File: src/spq_pkg.sv
// Package for the sorted priority queue: sizes, operation, status and
// cell command codes, and the entry and chain control types.
// No dependencies; every other file of the block imports it.
package spq_pkg;

	localparam int CAPACITY  = 16;
	localparam int RANK_BITS = 8;
	localparam int VALUE_W   = 32;
	localparam int CNT_W     = $clog2(CAPACITY + 1);

	// operation codes
	localparam logic [1:0] OP_ENQUEUE  = 2'd0;
	localparam logic [1:0] OP_DEQUEUE  = 2'd1;
	localparam logic [1:0] OP_TRAVERSE = 2'd2;

	// result status codes
	localparam logic [1:0] STAT_DELIVER = 2'd0;
	localparam logic [1:0] STAT_ACCEPT  = 2'd1;
	localparam logic [1:0] STAT_EMPTY   = 2'd2;
	localparam logic [1:0] STAT_FULL    = 2'd3;

	// commands broadcast to the row of cells
	localparam logic [1:0] CMD_HOLD   = 2'd0;
	localparam logic [1:0] CMD_INSERT = 2'd1;
	localparam logic [1:0] CMD_POP    = 2'd2;
	localparam logic [1:0] CMD_ROTATE = 2'd3;

	typedef struct packed {
		logic [VALUE_W-1:0]   value;
		logic [RANK_BITS-1:0] rank;
	} entry_t;

	typedef struct packed {
		logic [1:0] cmd;
		entry_t     new_e;
		entry_t     head;
	} chain_ctl_t;

endpackage

File: src/spq_cmd_if.sv
// Command channel of the sorted priority queue: valid/ready plus one
// operation with its entry. Depends on spq_pkg.
interface spq_cmd_if
	import spq_pkg::*;
();
	logic                        valid;
	logic                        ready;
	logic [1:0]                  operation;
	logic signed [VALUE_W-1:0]   item_value;
	logic [RANK_BITS-1:0]        item_rank;

	modport source (output valid, operation, item_value, item_rank, input ready);
	modport sink   (input valid, operation, item_value, item_rank, output ready);
endinterface

File: src/spq_rsp_if.sv
// Response channel of the sorted priority queue: valid/ready plus status,
// delivered entry and end marker. Depends on spq_pkg.
interface spq_rsp_if
	import spq_pkg::*;
();
	logic                        valid;
	logic                        ready;
	logic [1:0]                  status;
	logic signed [VALUE_W-1:0]   out_value;
	logic [RANK_BITS-1:0]        out_rank;
	logic                        last;

	modport source (output valid, status, out_value, out_rank, last, input ready);
	modport sink   (input valid, status, out_value, out_rank, last, output ready);
endinterface

File: src/spq_cell.sv
// One slot of the sorted row: holds an entry and its valid bit, and
// trades entries with its neighbours under the broadcast command. Uses spq_pkg.
module spq_cell
	import spq_pkg::*;
(
	input  logic       clk,
	input  logic       arst_n,
	input  chain_ctl_t ctl,
	input  entry_t     left_e,
	input  logic       left_v,
	input  logic       left_ins,
	input  entry_t     right_e,
	input  logic       right_v,
	output entry_t     e,
	output logic       v,
	output logic       ins
);

	entry_t e_q;
	logic   v_q;
	entry_t e_d;
	logic   v_d;

	// insertion point lies here or to the left: slot empty or rank strictly greater
	assign ins = !v_q || (e_q.rank > ctl.new_e.rank);

	// choose next contents
	always_comb begin
		e_d = e_q;
		v_d = v_q;
		case (ctl.cmd)
			CMD_INSERT: begin
				if (ins) begin
					if (!left_ins) begin
						e_d = ctl.new_e;
						v_d = 1'b1;
					end else begin
						e_d = left_e;
						v_d = left_v;
					end
				end
			end
			CMD_POP: begin
				e_d = right_e;
				v_d = right_v;
			end
			CMD_ROTATE: begin
				// the tail slot takes the front entry, the rest advance
				if (right_v) begin
					e_d = right_e;
				end else if (v_q) begin
					e_d = ctl.head;
				end
			end
			default: begin
			end
		endcase
	end

	always_ff @(posedge clk or negedge arst_n) begin
		if (!arst_n) begin
			v_q <= 1'b0;
		end else begin
			v_q <= v_d;
		end
	end

	always_ff @(posedge clk) begin
		e_q <= e_d;
	end

	assign e = e_q;
	assign v = v_q;

endmodule

File: src/sorted_priority_queue.sv
// Sorted priority queue: a row of CAPACITY cells kept in ascending rank
// order, front at cell 0. Entries of equal rank leave in arrival order.
//
// Channels: cmd (sink) takes one operation per transaction: enqueue,
// dequeue or traverse; code 3 is taken and dropped with no response.
// rsp (source) returns the results from a registered output stage.
// Enqueue and dequeue: the row shifts at the accepting edge and the single
// response appears the next cycle. A new command is taken every cycle as
// long as the response register is free or drained.
// Traverse: one response per held entry, one per cycle unless rsp stalls,
// by rotating the row once per entry so that it ends in its original
// order; an empty queue gives one empty response. No command is taken
// until the last entry of a traverse has been loaded into the output stage.
// Enqueue on a full queue answers full and leaves the row unchanged.
// Reset empties the queue at once (cell valid bits and fill count clear).
// When rsp stalls, the response is held and cmd stops taking transactions.
module sorted_priority_queue
	import spq_pkg::*;
(
	input  logic            clk,
	input  logic            arst_n,
	spq_cmd_if.sink         cmd,
	spq_rsp_if.source       rsp
);

	localparam logic S_IDLE = 1'b0;
	localparam logic S_WALK = 1'b1;

	logic                 state_q;
	logic [CNT_W-1:0]     count_q;
	logic [CNT_W-1:0]     remain_q;

	logic                 rsp_valid_q;
	logic [1:0]           status_q;
	entry_t               out_e_q;
	logic                 last_q;

	chain_ctl_t           ctl;
	entry_t               cell_e   [CAPACITY];
	logic [CAPACITY-1:0]  cell_v;
	logic [CAPACITY-1:0]  cell_ins;

	logic                 out_free;
	logic                 acc;
	logic                 load;
	logic [1:0]           r_status;
	entry_t               r_e;
	logic                 r_last;
	logic                 empty;
	logic                 full;

	assign empty    = (count_q == '0);
	assign full     = (count_q == CNT_W'(CAPACITY));
	assign out_free = !rsp_valid_q || rsp.ready;
	assign cmd.ready = (state_q == S_IDLE) && out_free;
	assign acc      = cmd.valid && cmd.ready;

	// decode the transaction or the next traverse step
	always_comb begin
		ctl.cmd         = CMD_HOLD;
		ctl.new_e.value = cmd.item_value;
		ctl.new_e.rank  = cmd.item_rank;
		ctl.head        = cell_e[0];
		load            = 1'b0;
		r_status        = STAT_EMPTY;
		r_e             = '0;
		r_last          = 1'b1;
		if (state_q == S_WALK) begin
			if (out_free) begin
				load     = 1'b1;
				r_status = STAT_DELIVER;
				r_e      = cell_e[0];
				r_last   = (remain_q == CNT_W'(1));
				ctl.cmd  = CMD_ROTATE;
			end
		end else if (acc) begin
			case (cmd.operation)
				OP_ENQUEUE: begin
					load = 1'b1;
					if (full) begin
						r_status = STAT_FULL;
					end else begin
						r_status = STAT_ACCEPT;
						ctl.cmd  = CMD_INSERT;
					end
				end
				OP_DEQUEUE: begin
					load = 1'b1;
					if (!empty) begin
						r_status = STAT_DELIVER;
						r_e      = cell_e[0];
						ctl.cmd  = CMD_POP;
					end
				end
				OP_TRAVERSE: begin
					load = 1'b1;
					if (!empty) begin
						r_status = STAT_DELIVER;
						r_e      = cell_e[0];
						r_last   = (count_q == CNT_W'(1));
						ctl.cmd  = CMD_ROTATE;
					end
				end
				default: begin
				end
			endcase
		end
	end

	// row of cells
	genvar i;
	generate
		for (i = 0; i < CAPACITY; i++) begin : g_cell
			entry_t l_e;
			logic   l_v;
			logic   l_ins;
			entry_t r_ne;
			logic   r_nv;
			if (i == 0) begin : g_first
				assign l_e   = '0;
				assign l_v   = 1'b0;
				assign l_ins = 1'b0;
			end else begin : g_mid
				assign l_e   = cell_e[i-1];
				assign l_v   = cell_v[i-1];
				assign l_ins = cell_ins[i-1];
			end
			if (i == CAPACITY - 1) begin : g_last
				assign r_ne = '0;
				assign r_nv = 1'b0;
			end else begin : g_inner
				assign r_ne = cell_e[i+1];
				assign r_nv = cell_v[i+1];
			end
			spq_cell u_cell (
				.clk      (clk),
				.arst_n   (arst_n),
				.ctl      (ctl),
				.left_e   (l_e),
				.left_v   (l_v),
				.left_ins (l_ins),
				.right_e  (r_ne),
				.right_v  (r_nv),
				.e        (cell_e[i]),
				.v        (cell_v[i]),
				.ins      (cell_ins[i])
			);
		end
	endgenerate

	// fill count and traverse sequencer
	always_ff @(posedge clk or negedge arst_n) begin
		if (!arst_n) begin
			state_q  <= S_IDLE;
			count_q  <= '0;
			remain_q <= '0;
		end else begin
			if (ctl.cmd == CMD_INSERT) begin
				count_q <= count_q + CNT_W'(1);
			end else if (ctl.cmd == CMD_POP) begin
				count_q <= count_q - CNT_W'(1);
			end
			if (state_q == S_WALK) begin
				if (out_free) begin
					remain_q <= remain_q - CNT_W'(1);
					if (remain_q == CNT_W'(1)) begin
						state_q <= S_IDLE;
					end
				end
			end else if (acc && cmd.operation == OP_TRAVERSE && count_q > CNT_W'(1)) begin
				state_q  <= S_WALK;
				remain_q <= count_q - CNT_W'(1);
			end
		end
	end

	// output stage: hold until taken
	always_ff @(posedge clk or negedge arst_n) begin
		if (!arst_n) begin
			rsp_valid_q <= 1'b0;
		end else if (load) begin
			rsp_valid_q <= 1'b1;
		end else if (rsp.ready) begin
			rsp_valid_q <= 1'b0;
		end
	end

	always_ff @(posedge clk) begin
		if (load) begin
			status_q <= r_status;
			out_e_q  <= r_e;
			last_q   <= r_last;
		end
	end

	assign rsp.valid     = rsp_valid_q;
	assign rsp.status    = status_q;
	assign rsp.out_value = signed'(out_e_q.value);
	assign rsp.out_rank  = out_e_q.rank;
	assign rsp.last      = last_q;

`ifndef SYNTHESIS
	a_count_bound: assert property (@(posedge clk) disable iff (!arst_n)
		count_q <= CNT_W'(CAPACITY))
		else $error("fill count beyond capacity");

	a_valid_count: assert property (@(posedge clk) disable iff (!arst_n)
		$countones(cell_v) == int'(count_q))
		else $error("cell valid bits disagree with fill count");

	a_valid_packed: assert property (@(posedge clk) disable iff (!arst_n)
		((cell_v + CAPACITY'(1)) & cell_v) == '0)
		else $error("valid cells not packed at the front");

	a_pop_count: assert property (@(posedge clk) disable iff (!arst_n)
		(ctl.cmd == CMD_POP) |=> (count_q == $past(count_q) - CNT_W'(1)))
		else $error("dequeue did not drop the fill count");

	a_walk_blocks: assert property (@(posedge clk) disable iff (!arst_n)
		(state_q == S_WALK) |-> (!cmd.ready && count_q > CNT_W'(1)))
		else $error("command taken during traverse");
`endif

endmodule

File: src/flat_wrapper.sv
// flat-port wrapper written by rule: the top's interface ports become plain ports
module sorted_priority_queue_flat import spq_pkg::*;
  (clk, arst_n, cmd_valid, cmd_operation, cmd_item_value, cmd_item_rank, cmd_ready, rsp_valid, rsp_status, rsp_out_value, rsp_out_rank, rsp_last, rsp_ready);
  spq_cmd_if cmd_i ();
  spq_rsp_if rsp_i ();
  input  logic clk;
  input  logic arst_n;
  input wire logic [$bits(cmd_i.valid)-1:0] cmd_valid;
  input wire logic [$bits(cmd_i.operation)-1:0] cmd_operation;
  input wire logic [$bits(cmd_i.item_value)-1:0] cmd_item_value;
  input wire logic [$bits(cmd_i.item_rank)-1:0] cmd_item_rank;
  output wire logic [$bits(cmd_i.ready)-1:0] cmd_ready;
  output wire logic [$bits(rsp_i.valid)-1:0] rsp_valid;
  output wire logic [$bits(rsp_i.status)-1:0] rsp_status;
  output wire logic [$bits(rsp_i.out_value)-1:0] rsp_out_value;
  output wire logic [$bits(rsp_i.out_rank)-1:0] rsp_out_rank;
  output wire logic [$bits(rsp_i.last)-1:0] rsp_last;
  input wire logic [$bits(rsp_i.ready)-1:0] rsp_ready;
  assign cmd_i.valid = cmd_valid;
  assign cmd_i.operation = cmd_operation;
  assign cmd_i.item_value = cmd_item_value;
  assign cmd_i.item_rank = cmd_item_rank;
  assign cmd_ready = cmd_i.ready;
  assign rsp_valid = rsp_i.valid;
  assign rsp_status = rsp_i.status;
  assign rsp_out_value = rsp_i.out_value;
  assign rsp_out_rank = rsp_i.out_rank;
  assign rsp_last = rsp_i.last;
  assign rsp_i.ready = rsp_ready;
  sorted_priority_queue u_core (.clk(clk), .arst_n(arst_n), .cmd(cmd_i), .rsp(rsp_i));
endmodule
File: config.mk
export PLATFORM = sky130hd
export DESIGN_NAME = sorted_priority_queue_flat
export DESIGN_NICKNAME = d
export VERILOG_FILES = /design/src/spq_pkg.sv /design/src/spq_cmd_if.sv /design/src/spq_rsp_if.sv /design/src/spq_cell.sv /design/src/sorted_priority_queue.sv /design/src/flat_wrapper.sv
export SDC_FILE = /design/constraint.sdc
export NUM_CORES = 2
export LEC_CHECK = 0
export BUFFER_PORTS_ARGS = -buffer_cell sky130_fd_sc_hd__buf_2
export CAP_MARGIN = 10
export CORE_MARGIN = 3
export CORE_UTILIZATION = 35
export CTS_BUF_LIST = sky130_fd_sc_hd__clkbuf_2 sky130_fd_sc_hd__clkbuf_4 sky130_fd_sc_hd__clkbuf_8
export CTS_CLUSTER_SIZE = 28
export DETAILED_ROUTE_END_ITERATION = 8
export HOLD_SLACK_MARGIN = 0.06
export SETUP_SLACK_MARGIN = 0.1
export SLEW_MARGIN = 25
export SYNTH_ARGS = -nofsm -noshare
export SYNTH_HDL_FRONTEND = slang
export SYNTH_SLANG_ARGS = --single-unit
File: constraint.sdc
create_clock -name clk -period 13.05 [get_ports clk]
set_input_delay 1.9575 -clock clk [delete_from_list [all_inputs] [get_ports clk]]
set_output_delay 1.9575 -clock clk [all_outputs]
set_load 0.02 [all_outputs]
==> results.cfg <==
[final_layout]
fin_util_pct = 38.74
final_cell_mix = edfxtp_1, mux2i_1, nor2_1
final_area_um2 = 52750
nFillCells = 13260
area_growth_pct = 9.411
drive_gt1_share_pct = 10.32
layout.nets = 4943
mostFrequentLayoutCell = edfxtp_1
stdcell_count = 6633

[die]
num_io_pins = 91
fp.coreArea_um2 = 136100
rows = 135
die_y_um = 377.1
fp.dieW_um = 377.1
die_area_um2 = 142200
start_util_pct = 35.41

[drt]
vias_per_cell = 6.543
remaining_drc_errors = 0
drt_iter0_markers = 6432
drtPass1Iterations = 8
vias = 43400
ant_nets = 0
wl_per_cell_um = 29.88
drt_wl_total_um = 198200

[clock_network]
cts_tree = done
cts_buffers = 140
cts_setup_buffers = 0
cts.clk_slew.worst_paths_ns = 0.05
cts_sinks = 711
htreeDepth = 4
cts_buffer_depth = 3
clk_latency_ns = 0.89
ctsHoldBuffers = 0
cts_resized = 0
clockRootBuffer = clkbuf_8

[timing]
worstMarginPinSlew_ns = 1.306
skew_ns = 0.04244
maxSlewHeadroom_pct = 12.90
period_minus_slack_ns = 6.605
tns_ns = 0
max_freq_mhz = 151.4
finalCritPeriodShare_pct = 50.61
finalHoldViolations = 0
setup_viol = 0
slew_violations = 0
rsz0062_at_grt = false

[placement]
gp_congestion = 0.8584
dp_hpwl_um = 107200
placed_cell_area_um2 = 50150
dp_cells = 6393
numPortBuffers = 90

[worst_setup_path]
regToRegSetupSlack_ns = 7.15
worstSetupPathType = in -> reg
reg2reg_depth = 15
arrival_ns = 7.15
crit_path_max_incr_delay_ns = 0.88
critPathSlowestCell = nand2_4
crit_fanout = 77
critPathBufInv = 5
reg2reg_to = u_core.g_cell[7].u_cell.e[37]
start_kind = input port
critPathRequiredTime_ns = 13.60
cp.depth = 14
timing.critical_path.to_type = flip-flop
reg2reg_from = u_core.count_q[0]
path_cells = buf_2 > inv_1 > ha_1 > and4b_1 > nor4_1 > or2_2 > ha_4 > inv_6 > nand2_4 > buf_4 > nor2_4 > buf_4 > a221oi_1 > o21ai_0
cpMostUsedCell = buf_4
critPathTopFamily = simple AND/OR/NAND/NOR gates

[grt]
grt_first_pass_wirelength_um = 285000
track_usage_pct = 26.75
grt_overflow = 0
grt_max_degree = 209
antenna_found_initial = 9
grt_pass1_vias = 41350

[synthesis]
synth_flop_cell = edfxtp_1
synthCells = 4934
synthDistinctLibCells = 57
avgSynthCellArea_um2 = 9.771
yosysTopAreaCell = edfxtp_1
yosys_warnings = 0
synth_area_um2 = 48210
syn-num-nets = 5123
seq_area_frac_synth_pct = 44.00
synth_top_area_share_pct = 42.54
async_reset_ff_share_pct = 3.938
synth.area.top_cells = edfxtp_1, mux2i_1, a221oi_1, o21ai_0, and2_1
synth_edf_count = 683
ys_ff_latch = 711

[run_status]
status = finished clean

[worst_hold_path]
hold_start = u_core.g_cell[15].u_cell.e[25]
hp-class = reg -> reg
min_to = u_core.g_cell[14].u_cell.e[25]
hold_depth = 2

[run]
max_cap_violations = 0
-- logic make-up after synthesis --
logic type / count (synthesis) / share of synthesized area, %
AO/OA/AOI/OAI: 1324 / 18.23
multiplexers: 693 / 14.45
adder cells (fa/ha/maj): 143 / 3.711
buffers and inverters: 550 / 4.672
AND/OR/NAND/NOR: 1505 / 14.80
XOR/XNOR: 8 / 0.1453
flip-flops: 711 / 44.00
-- sequential cells by signal, summed over array words and instances (netlist names) --
signal,count
u_core.remain_q,5
u_core.rsp.out_value,32
u_core.count_q,5
u_core.g_cell.u_cell.e,640
u_core.state_q,1
u_core.rsp.out_rank,8
u_core.rsp.last,1
u_core.g_cell.u_cell.v,16
u_core.rsp.valid,1
u_core.rsp.status,2
-- layer usage --
layer  vias up  routed length (um)  GRT usage (%)
met4         2               10090          13.07
met2      3207               86120          40.54
met1     21310               79150          35.82
met5         -                  10              0
li1      18280                   -              -
met3       601               22840          6.232
-- layout make-up --
cell class                      count  area, um2  area share, %
Clock inverter                     48      287.8         0.5456
Inverter                           43      166.4         0.3155
Tap cell                         1781       2228          4.225
Antenna cell                        6      15.01        0.02847
Multi-Input combinational cell   3673      25300          47.96
Clock buffer                      186       2285          4.331
Sequential cell                   711      21260          40.31
Timing Repair Buffer              185       1207          2.289
-- cells in the mapped netlist, types with 3 or more instances --
| cell type | n |
|---|---|
| a22o_1 | 11 |
| and2_1 | 404 |
| a221oi_1 | 483 |
| buf_4 | 10 |
| buf_1 | 20 |
| a21boi_0 | 3 |
| nor2_1 | 601 |
| dfrtp_1 | 28 |
| mux2i_1 | 669 |
| nor2b_1 | 55 |
| buf_2 | 88 |
| nand3b_1 | 5 |
| nand3_1 | 93 |
| clkbuf_1 | 383 |
| inv_1 | 42 |
| o221ai_1 | 36 |
| o21ai_1 | 28 |
| mux2_2 | 24 |
| xnor2_1 | 5 |
| o22a_1 | 12 |
| o22ai_1 | 4 |
| a211o_1 | 3 |
| nor4_1 | 3 |
| o21a_1 | 3 |
| o21ai_0 | 557 |
| a31oi_1 | 9 |
| nand2_1 | 266 |
| ha_1 | 143 |
| a21o_1 | 3 |
| nor3_1 | 7 |
| nand4_1 | 62 |
| edfxtp_1 | 683 |
| a21oi_1 | 152 |
| o211ai_1 | 7 |
| xor2_1 | 3 |
-- worst max-delay path by stage --
stage	to	slack (ns)	start
global route	u_core.g_cell[6].u_cell.e[11]	6.21	cmd_operation[0]
CTS	u_core.g_cell[6].u_cell.e[13]	6.64	cmd_operation[0]
floorplan	u_core.g_cell[15].u_cell.e[0]	4.84	cmd_operation[0]
finish	u_core.g_cell[7].u_cell.e[37]	6.44	cmd_operation[0]
global placement	u_core.g_cell[5].u_cell.e[25]	5.75	cmd_operation[0]
detailed placement	u_core.g_cell[6].u_cell.e[13]	5.72	cmd_operation[0]
-- per-stage QoR --
stage | hold WS, ns | setup slack (ns)
3_3_place_gp | 0.5387 | 5.747
2_1_floorplan | 0.5166 | 4.843
6_report | 0.5690 | 6.445
4_1_cts | 0.5642 | 6.644
5_1_grt | 0.5835 | 6.212
3_5_place_dp | 0.5571 | 5.718
-- tightest hold or removal path: stages (launching register included) --
cell and delay (ns):
edfxtp_1 0.34, a21oi_1 0.06, o21ai_0 0.06
Power is not shown: default switching activity piles up to over one toggle a cycle in this logic, so the estimate is an artifact.
